==> src/rtl/banked_memory_mapper_macros.svh <==
// assertion helpers included by the mapper top level
`ifndef BANKED_MEMORY_MAPPER_MACROS_SVH
`define BANKED_MEMORY_MAPPER_MACROS_SVH

// clocked check, masked while reset is asserted
`define BMM_ASSERT(label, prop, msg) \
	label: assert property (@(posedge clk) disable iff (!arst_n) prop) else $error(msg);

// clocked check that also holds during reset
`define BMM_ASSERT_ALWAYS(label, prop, msg) \
	label: assert property (@(posedge clk) prop) else $error(msg);

`endif

==> src/rtl/bmm_pkg.sv <==
`default_nettype none

package bmm_pkg;

	localparam int unsigned AddrW   = 16;
	localparam int unsigned DataW   = 8;
	localparam int unsigned OffW    = 14;
	localparam int unsigned BankW   = 3;
	localparam int unsigned RamLocW = BankW + OffW;
	localparam int unsigned SlotW   = 8;
	localparam int unsigned NumSlot = 1 << SlotW;
	localparam int unsigned ApbDW   = 64;
	localparam int unsigned ApbAW   = 6;

	typedef enum logic [1:0] {
		ACT_MEM_RD = 2'd0,
		ACT_MEM_WR = 2'd1,
		ACT_IO_WR  = 2'd2
	} action_t;

	typedef enum logic [2:0] {
		TGT_NONE = 3'd0,
		TGT_RAM  = 3'd1,
		TGT_LROM = 3'd2,
		TGT_IROM = 3'd3,
		TGT_EXP  = 3'd4
	} target_t;

	typedef enum logic [2:0] {
		REG_RAM128  = 3'd0,
		REG_SLOTS_A = 3'd1,
		REG_SLOTS_B = 3'd2,
		REG_SLOTS_C = 3'd3,
		REG_SLOTS_D = 3'd4
	} reg_idx_t;

	localparam logic [1:0] AREA_LOW  = 2'd0;
	localparam logic [1:0] AREA_HIGH = 2'd3;
	localparam logic [1:0] RAMCFG_SEL = 2'b11;

	typedef struct packed {
		logic               ram_128k_enable;
		logic [NumSlot-1:0] slots_present;
	} cfg_t;

	typedef struct packed {
		logic [1:0]       action;
		logic [AddrW-1:0] bus_address;
		logic [DataW-1:0] bus_data;
		logic             lower_rom_on;
		logic             upper_rom_on;
	} item_t;

	typedef struct packed {
		target_t            target;
		logic [RamLocW-1:0] ram_location;
		logic [OffW-1:0]    rom_offset;
		logic [SlotW-1:0]   exp_slot;
		logic               write_strobe;
		logic [DataW-1:0]   write_byte;
	} result_t;

	function automatic logic [BankW-1:0] bank_of(input logic [2:0] cfg, input logic [1:0] area);
		logic [BankW-1:0] bank;
		bank = {1'b0, area};
		unique case (cfg)
			3'd0: bank = {1'b0, area};
			3'd1: bank = (area == AREA_HIGH) ? 3'd7 : {1'b0, area};
			3'd2: bank = {1'b1, area};
			3'd3: begin
				unique case (area)
					2'd0: bank = 3'd0;
					2'd1: bank = 3'd3;
					2'd2: bank = 3'd2;
					2'd3: bank = 3'd7;
					default: bank = 3'd0;
				endcase
			end
			default: bank = (area == 2'd1) ? cfg : {1'b0, area};
		endcase
		return bank;
	endfunction

endpackage

`default_nettype wire

==> src/rtl/banked_memory_mapper.sv <==
// channel   | valid/ready          | payload
// ----------+----------------------+-----------------------------------------------
// request   | in_valid / in_ready  | action bus_address bus_data lower/upper_rom_on
// result    | out_valid / out_ready| target ram_location rom_offset exp_slot
//           |                      | write_strobe write_byte
// config    | psel penable pwrite  | paddr pwdata prdata, pready tied high
//
// one request per clock sustained while out_ready is high; a result passes through the input then result register
// bank/slot state is read and updated as a request moves from input to result register
// async reset clears valids, mapping state and slot presence bits, enable bit set
// a stalled result holds; the input register still takes one more request behind it
`default_nettype none
`include "banked_memory_mapper_macros.svh"

module banked_memory_mapper (
	input  wire logic                      clk,
	input  wire logic                      arst_n,
	input  wire logic                      psel,
	input  wire logic                      penable,
	input  wire logic                      pwrite,
	input  wire logic [bmm_pkg::ApbAW-1:0] paddr,
	input  wire logic [bmm_pkg::ApbDW-1:0] pwdata,
	output logic      [bmm_pkg::ApbDW-1:0] prdata,
	output logic                           pready,
	input  wire logic                      in_valid,
	output logic                           in_ready,
	input  wire logic [1:0]                action,
	input  wire logic [15:0]               bus_address,
	input  wire logic [7:0]                bus_data,
	input  wire logic                      lower_rom_on,
	input  wire logic                      upper_rom_on,
	output logic                           out_valid,
	input  wire logic                      out_ready,
	output logic [2:0]                     target,
	output logic [16:0]                    ram_location,
	output logic [13:0]                    rom_offset,
	output logic [7:0]                     exp_slot,
	output logic                           write_strobe,
	output logic [7:0]                     write_byte
);
	import bmm_pkg::*;

	cfg_t    cfg;
	item_t   item_s1;
	logic    valid_s1;
	result_t res_c;
	result_t res_s2;
	logic    valid_s2;
	logic    adv;

	bmm_cfg u_cfg (
		.clk     (clk),
		.arst_n  (arst_n),
		.psel    (psel),
		.penable (penable),
		.pwrite  (pwrite),
		.paddr   (paddr),
		.pwdata  (pwdata),
		.prdata  (prdata),
		.pready  (pready),
		.cfg     (cfg)
	);

	bmm_xlate u_xlate (
		.clk    (clk),
		.arst_n (arst_n),
		.cfg    (cfg),
		.item   (item_s1),
		.step   (adv),
		.res    (res_c)
	);

	assign adv      = valid_s1 && (!valid_s2 || out_ready);
	assign in_ready = !valid_s1 || adv;

	always_ff @(posedge clk or negedge arst_n) begin
		if (!arst_n) begin
			valid_s1 <= 1'b0;
			valid_s2 <= 1'b0;
		end else begin
			if (in_ready) begin
				valid_s1 <= in_valid;
			end
			if (adv) begin
				valid_s2 <= 1'b1;
			end else if (out_ready) begin
				valid_s2 <= 1'b0;
			end
		end
	end

	always_ff @(posedge clk) begin
		if (in_valid && in_ready) begin
			item_s1.action       <= action;
			item_s1.bus_address  <= bus_address;
			item_s1.bus_data     <= bus_data;
			item_s1.lower_rom_on <= lower_rom_on;
			item_s1.upper_rom_on <= upper_rom_on;
		end
		if (adv) begin
			res_s2 <= res_c;
		end
	end

	assign out_valid    = valid_s2;
	assign target       = res_s2.target;
	assign ram_location = res_s2.ram_location;
	assign rom_offset   = res_s2.rom_offset;
	assign exp_slot     = res_s2.exp_slot;
	assign write_strobe = res_s2.write_strobe;
	assign write_byte   = res_s2.write_byte;

	`BMM_ASSERT(a_strobe_ram, out_valid && write_strobe |-> target == TGT_RAM, "strobe off ram")
	`BMM_ASSERT(a_exp_slot, out_valid && target == TGT_EXP |-> exp_slot != 8'd0, "exp slot zero")
	`BMM_ASSERT(a_slot_clear, out_valid && target != TGT_EXP |-> exp_slot == 8'd0, "stray slot")
	`BMM_ASSERT_ALWAYS(a_no_drop, valid_s1 && !in_ready |-> valid_s2 && !out_ready, "stall leak")

endmodule

`default_nettype wire

==> src/rtl/bmm_cfg.sv <==
`default_nettype none

module bmm_cfg (
	input  wire logic                      clk,
	input  wire logic                      arst_n,
	input  wire logic                      psel,
	input  wire logic                      penable,
	input  wire logic                      pwrite,
	input  wire logic [bmm_pkg::ApbAW-1:0] paddr,
	input  wire logic [bmm_pkg::ApbDW-1:0] pwdata,
	output logic      [bmm_pkg::ApbDW-1:0] prdata,
	output logic                           pready,
	output bmm_pkg::cfg_t                  cfg
);
	import bmm_pkg::*;

	logic             ram_128k_enable_q;
	logic [ApbDW-1:0] slots_q [4];
	logic             wr_en;
	logic [2:0]       idx;

	assign pready = 1'b1;
	assign wr_en  = psel && penable && pwrite;
	assign idx    = paddr[ApbAW-1:3];

	always_ff @(posedge clk or negedge arst_n) begin
		if (!arst_n) begin
			ram_128k_enable_q <= 1'b1;
			for (int i = 0; i < 4; i++) begin
				slots_q[i] <= '0;
			end
		end else if (wr_en) begin
			unique case (idx)
				REG_RAM128:  ram_128k_enable_q <= pwdata[0];
				REG_SLOTS_A: slots_q[0] <= pwdata;
				REG_SLOTS_B: slots_q[1] <= pwdata;
				REG_SLOTS_C: slots_q[2] <= pwdata;
				REG_SLOTS_D: slots_q[3] <= pwdata;
				default: ;
			endcase
		end
	end

	always_comb begin
		unique case (idx)
			REG_RAM128:  prdata = {{(ApbDW-1){1'b0}}, ram_128k_enable_q};
			REG_SLOTS_A: prdata = slots_q[0];
			REG_SLOTS_B: prdata = slots_q[1];
			REG_SLOTS_C: prdata = slots_q[2];
			REG_SLOTS_D: prdata = slots_q[3];
			default:     prdata = '0;
		endcase
	end

	assign cfg.ram_128k_enable = ram_128k_enable_q;
	assign cfg.slots_present   = {slots_q[3], slots_q[2], slots_q[1], slots_q[0]};

endmodule

`default_nettype wire

==> src/rtl/bmm_xlate.sv <==
`default_nettype none

module bmm_xlate (
	input  wire logic            clk,
	input  wire logic            arst_n,
	input  bmm_pkg::cfg_t        cfg,
	input  bmm_pkg::item_t       item,
	input  wire logic            step,
	output bmm_pkg::result_t     res
);
	import bmm_pkg::*;

	logic [2:0]       ram_config_q;
	logic [SlotW-1:0] upper_slot_q;
	logic [1:0]       area;
	logic [OffW-1:0]  offset;
	logic [BankW-1:0] bank;
	logic             cfg_hit;
	logic             slot_hit;
	logic             slot_ok;

	assign area   = item.bus_address[AddrW-1 -: 2];
	assign offset = item.bus_address[OffW-1:0];
	assign bank   = bank_of(ram_config_q, area);

	// port decode for io writes
	assign cfg_hit  = (item.action == ACT_IO_WR) && !item.bus_address[15]
		&& (item.bus_data[7:6] == RAMCFG_SEL) && cfg.ram_128k_enable;
	assign slot_hit = (item.action == ACT_IO_WR) && !item.bus_address[13];
	assign slot_ok  = (item.bus_data != '0) && cfg.slots_present[item.bus_data];

	always_ff @(posedge clk or negedge arst_n) begin
		if (!arst_n) begin
			ram_config_q <= '0;
			upper_slot_q <= '0;
		end else if (step) begin
			if (cfg_hit) begin
				ram_config_q <= item.bus_data[2:0];
			end
			if (slot_hit) begin
				upper_slot_q <= slot_ok ? item.bus_data : '0;
			end
		end
	end

	always_comb begin
		res = '0;
		res.target = TGT_NONE;
		unique case (item.action)
			ACT_MEM_RD: begin
				if (area == AREA_LOW && item.lower_rom_on) begin
					res.target     = TGT_LROM;
					res.rom_offset = offset;
				end else if (area == AREA_HIGH && item.upper_rom_on) begin
					res.rom_offset = offset;
					if (upper_slot_q != '0) begin
						res.target   = TGT_EXP;
						res.exp_slot = upper_slot_q;
					end else begin
						res.target = TGT_IROM;
					end
				end else begin
					res.target       = TGT_RAM;
					res.ram_location = {bank, offset};
				end
			end
			ACT_MEM_WR: begin
				res.target       = TGT_RAM;
				res.ram_location = {bank, offset};
				res.write_strobe = 1'b1;
				res.write_byte   = item.bus_data;
			end
			default: ;
		endcase
	end

endmodule

`default_nettype wire

==> config.mk <==
export PLATFORM = sky130hd
export DESIGN_NAME = banked_memory_mapper
export DESIGN_NICKNAME = d
export VERILOG_FILES = /design/src/rtl/bmm_pkg.sv /design/src/rtl/banked_memory_mapper.sv /design/src/rtl/bmm_cfg.sv /design/src/rtl/bmm_xlate.sv
export VERILOG_INCLUDE_DIRS = /design/src /design/src/rtl
export SDC_FILE = /design/constraint.sdc
export NUM_CORES = 1
export LEC_CHECK = 0
export BUFFER_PORTS_ARGS = -buffer_cell sky130_fd_sc_hd__buf_2
export CAP_MARGIN = 20
export CORE_MARGIN = 2
export CORE_UTILIZATION = 35
export DETAILED_ROUTE_END_ITERATION = 10
export GPL_ROUTABILITY_DRIVEN = 0
export GPL_TIMING_DRIVEN = 0
export PLACE_DENSITY = 0.64
export SETUP_SLACK_MARGIN = 0.5
export SLEW_MARGIN = 20
export SYNTH_ARGS = -nofsm -noshare
export SYNTH_HDL_FRONTEND = slang
export SYNTH_HIERARCHICAL = 1
export SYNTH_SLANG_ARGS = --single-unit
==> constraint.sdc <==
create_clock -name clk -period 4.5 [get_ports clk]
set_input_delay 0.45 -clock clk [delete_from_list [all_inputs] [get_ports clk]]
set_output_delay 0.45 -clock clk [all_outputs]
set_load 0.01 [all_outputs]
==> run_summary.xml <==
<?xml version="1.0" encoding="UTF-8"?>
<metrics>
  <group name="outcome">
    <metric name="status" unit="">finished, final reports clean</metric>
  </group>
  <group name="grt">
    <metric name="wire_length_of_the_first_global_routing_pass" unit="um">78500</metric>
    <metric name="antenna_found_initial" unit="">7</metric>
    <metric name="grt_max_degree" unit="">86</metric>
    <metric name="grt_overflow" unit="">0</metric>
    <metric name="first_global_vias" unit="">12100</metric>
    <metric name="grt_use_total" unit="%">21.0</metric>
  </group>
  <group name="sta">
    <metric name="relSlewSlack" unit="%">29.1</metric>
    <metric name="worst-slew-pin-transition" unit="ps">1060</metric>
    <metric name="period_minus_slack" unit="ps">3770</metric>
    <metric name="whs" unit="ps">69.9</metric>
    <metric name="final-setup-viol-count" unit="">0</metric>
    <metric name="total_neg_setup_slack" unit="ps">0</metric>
    <metric name="finalHoldViolCount" unit="">0</metric>
    <metric name="rsz_0062_raised_after_global_routing" unit="">no</metric>
    <metric name="timing.final.max_slew_violations" unit="">0</metric>
    <metric name="final.period_utilization" unit="%">83.9</metric>
    <metric name="setup_slack" unit="ps">726</metric>
    <metric name="max_freq" unit="MHz">265</metric>
    <metric name="fin_skew" unit="ps">12.9</metric>
  </group>
  <group name="run">
    <metric name="max_cap_violations" unit="">0</metric>
  </group>
  <group name="critical_path">
    <metric name="timing.critical_path.from_type" unit="">flop</metric>
    <metric name="worst_ep_required_time" unit="ps">4920</metric>
    <metric name="timing.critical_path.slowest_cell_delay" unit="ps">780</metric>
    <metric name="timing.critical_path.cells" unit="">buf_2 &gt; buf_2 &gt; buf_1 &gt; mux4_2 &gt; a221oi_1 &gt; nor2_1 &gt; a211oi_1 &gt; o21ai_0 &gt; a311oi_4 &gt; nor2_1</metric>
    <metric name="critPathArrivalTime" unit="ps">4190</metric>
    <metric name="critPathBufInv" unit="">3</metric>
    <metric name="worst-path-max-fanout" unit="">10</metric>
    <metric name="path_delay_family" unit="">buffers and inverters</metric>
    <metric name="slowest_stage" unit="">sky130_fd_sc_hd__buf_1</metric>
    <metric name="worst_setup_path_end_kind" unit="">flop</metric>
    <metric name="worst-setup-path-type" unit="">flop to flop</metric>
  </group>
  <group name="clock_tree">
    <metric name="clock-sinks" unit="">349</metric>
    <metric name="cts.root.buffer_cell" unit="">sky130_fd_sc_hd__clkbuf_16</metric>
    <metric name="cts_setup_buffers" unit="">0</metric>
    <metric name="clock_tree.buffer_depth" unit="">3</metric>
    <metric name="path_clk_slew" unit="ps">60</metric>
    <metric name="clock_tree_from_tritoncts" unit="">yes</metric>
    <metric name="cts_made_buffers" unit="">39</metric>
    <metric name="clk_latency" unit="ps">550</metric>
    <metric name="h-tree-depth" unit="">2</metric>
  </group>
  <group name="floorplan">
    <metric name="initial_util" unit="%">35.5</metric>
    <metric name="die_width" unit="um">224</metric>
    <metric name="core_region_area" unit="mm2">0.0476</metric>
    <metric name="floorplan.die_area" unit="mm2">0.0500</metric>
    <metric name="placementRows" unit="">80</metric>
    <metric name="die_height" unit="um">224</metric>
    <metric name="boundaryPins" unit="">223</metric>
  </group>
  <group name="synthesis">
    <metric name="async_reset_ff_share" unit="%">77.4</metric>
    <metric name="mappedNetlistNets" unit="">1286</metric>
    <metric name="synth_flop_cell" unit="">sky130_fd_sc_hd__dfrtp_1</metric>
    <metric name="yosysSeqAreaShare" unit="%">54.0</metric>
    <metric name="postSynthRegisterBits" unit="">349</metric>
    <metric name="yosys_warnings" unit="">6</metric>
    <metric name="synthesis.area_per_instance" unit="um2">14.3</metric>
    <metric name="synthDominantCellAreaShare" unit="%">39.8</metric>
    <metric name="netlist-cell-type-count" unit="">57</metric>
    <metric name="netlist_top_cells_area" unit="">sky130_fd_sc_hd__dfrtp_1, sky130_fd_sc_hd__mux2_2, sky130_fd_sc_hd__edfxtp_1, sky130_fd_sc_hd__mux2i_1, sky130_fd_sc_hd__mux4_2</metric>
    <metric name="netlist_instances" unit="">1181</metric>
    <metric name="post-synth-top-area-cell" unit="">sky130_fd_sc_hd__dfrtp_1</metric>
    <metric name="synth_edf_count" unit="">79</metric>
    <metric name="syn-cell-area" unit="mm2">0.0169</metric>
  </group>
  <group name="final_layout">
    <metric name="final_layout_size_suffix_gt1_share" unit="%">43.7</metric>
    <metric name="post_layout_instance_area" unit="mm2">0.0201</metric>
    <metric name="layout.cells.most_common" unit="">sky130_fd_sc_hd__dfrtp_1</metric>
    <metric name="final_layout_fill_cell_count" unit="">4468</metric>
    <metric name="finalNetCount" unit="">1549</metric>
    <metric name="final_core_utilization" unit="%">42.3</metric>
    <metric name="areaGrowthSynthToFinish" unit="%">19.2</metric>
    <metric name="mostFrequentLayoutCells" unit="">sky130_fd_sc_hd__dfrtp_1, sky130_fd_sc_hd__buf_2, sky130_fd_sc_hd__mux2_2</metric>
    <metric name="finish.cell_count_without_fillers" unit="">2089</metric>
  </group>
  <group name="detailed_routing">
    <metric name="drt_pre_antenna_iters" unit="">5</metric>
    <metric name="drt_first_iter_violations" unit="">896</metric>
    <metric name="totalWireLength" unit="um">52200</metric>
    <metric name="detail_route.wl_per_cell" unit="um">25.0</metric>
    <metric name="routed-via-count" unit="">11600</metric>
    <metric name="route.detailed.vias_per_inst" unit="">5.55</metric>
    <metric name="drc" unit="">0</metric>
    <metric name="detail-route-antenna-nets" unit="">0</metric>
  </group>
  <group name="power">
    <metric name="static-leakage-power" unit="nW">9.01</metric>
    <metric name="power_per_cell_area" unit="mW/mm2">445</metric>
    <metric name="total_power" unit="mW">8.97</metric>
    <metric name="irDropWorstVdd" unit="mV">0.255</metric>
  </group>
  <group name="place">
    <metric name="dpl.hpwl" unit="um">37600</metric>
    <metric name="number_of_placed_cells_counting_well_taps" unit="">2017</metric>
    <metric name="dpl-instance-area" unit="mm2">0.0189</metric>
    <metric name="preCtsSetupSlack" unit="ps">532</metric>
    <metric name="placement.io_buffers" unit="">217</metric>
  </group>
  <group name="min_path">
    <metric name="min-delay-path-class" unit="">primary input to flop</metric>
  </group>
</metrics>
[sequential cells by signal, indices dropped and copies added, names as in the netlist, 3 cells and up]
signal                count
target                    3
u_xlate/upper_slot_q      8
u_xlate/ram_config_q      3
write_byte                8
u_cfg/cfg               256
ram_location             17
item_s1                  28
rom_offset               14
exp_slot                  8
[final cells by class]
cell class	instances	area, um2	share of cell area (%)
clock inverters	12	121	0.603
clock buffers	58	1140	5.66
well taps	615	769	3.82
repair buffers	222	1210	6.00
multi-input cells	745	7300	36.3
diodes	1	2.50	0.0124
flip-flops and latches	349	9130	45.3
inverters	3	11.3	0.0559
plain buffers	84	457	2.27
[worst register-to-register path: cells and delay by family (launching register included)]
family / cells / cell delay (ps)
buffers and inverters: 3 / 1470
muxes: 1 / 440
AOI/OAI and AO/OA: 4 / 1130
and+or+nand+nor: 2 / 210
DFF: 1 / 390
[repair_timing]
action | CTS | global route
hold buffers | 1 | 0
hold endpoints to repair | 25 | 0
resized for setup | 0 | 4
setup endpoints to repair | 0 | 7
[worst paths after layout]
kind / from / end / slack (ps) / cells past startpoint
max: item_s1[4] / u_xlate/upper_slot_q[3] / 730 / 10
max in group asynchronous: arst_n / valid_s1 / 3060 / 4
max reg2reg: item_s1[4] / u_xlate/upper_slot_q[3] / 730 / 10
min reg2reg: u_cfg/cfg[251] / u_cfg/cfg[251] / 520 / 1
min in group asynchronous: arst_n / u_cfg/cfg[234] / 330 / 2
min: bus_address[6] / item_s1[16] / 70 / 1
[synthesized netlist by cell type (4+ instances only)]
master / count
sky130_fd_sc_hd__nor3b_1: 4
sky130_fd_sc_hd__nand4_1: 4
sky130_fd_sc_hd__buf_2: 48
sky130_fd_sc_hd__o221ai_1: 4
sky130_fd_sc_hd__clkbuf_1: 20
sky130_fd_sc_hd__mux2_2: 242
sky130_fd_sc_hd__nand2b_1: 9
sky130_fd_sc_hd__dfrtp_1: 269
sky130_fd_sc_hd__a211oi_1: 6
sky130_fd_sc_hd__buf_1: 4
sky130_fd_sc_hd__o21ai_0: 5
sky130_fd_sc_hd__nor2_1: 88
sky130_fd_sc_hd__and2_1: 48
sky130_fd_sc_hd__nand2_1: 15
sky130_fd_sc_hd__nor2b_1: 5
sky130_fd_sc_hd__nand3_1: 6
sky130_fd_sc_hd__nor3_1: 9
sky130_fd_sc_hd__edfxtp_1: 79
sky130_fd_sc_hd__a221oi_1: 4
sky130_fd_sc_hd__mux2i_1: 109
sky130_fd_sc_hd__mux2_1: 21
sky130_fd_sc_hd__nor4_1: 4
sky130_fd_sc_hd__mux4_2: 47
sky130_fd_sc_hd__buf_6: 9
sky130_fd_sc_hd__a221o_1: 64
sky130_fd_sc_hd__a21oi_1: 6
sky130_fd_sc_hd__a22oi_1: 10
[cell families after synthesis]
group	after synthesis	share of synthesized area, %
multiplexers	420	30.4
AND/OR/NAND/NOR	209	6.61
buffers and inverters	87	2.75
AO/OA/AOI/OAI	115	6.16
flip-flops	349	54.0
other	1	0.0222
[where the power goes]
group	internal [mW]	leakage, nW	switching (mW)
Combinational	0.836	4.16	0.759
Sequential	3.78	4.23	0.421
Clock	1.87	0.617	1.30
[per-layer routing]
metal | wire [um] | part of all wire (%) | up-vias | global-route usage, %
met5 | 75 | 0.14 | - | 0
met4 | 1040 | 2.0 | 12 | 5.31
met3 | 4310 | 8.3 | 87 | 5.75
met2 | 24700 | 47 | 463 | 34.1
met1 | 22100 | 42 | 6002 | 27.9
li1 | - | - | 5033 | -
(Power assumes the default switching activity.)
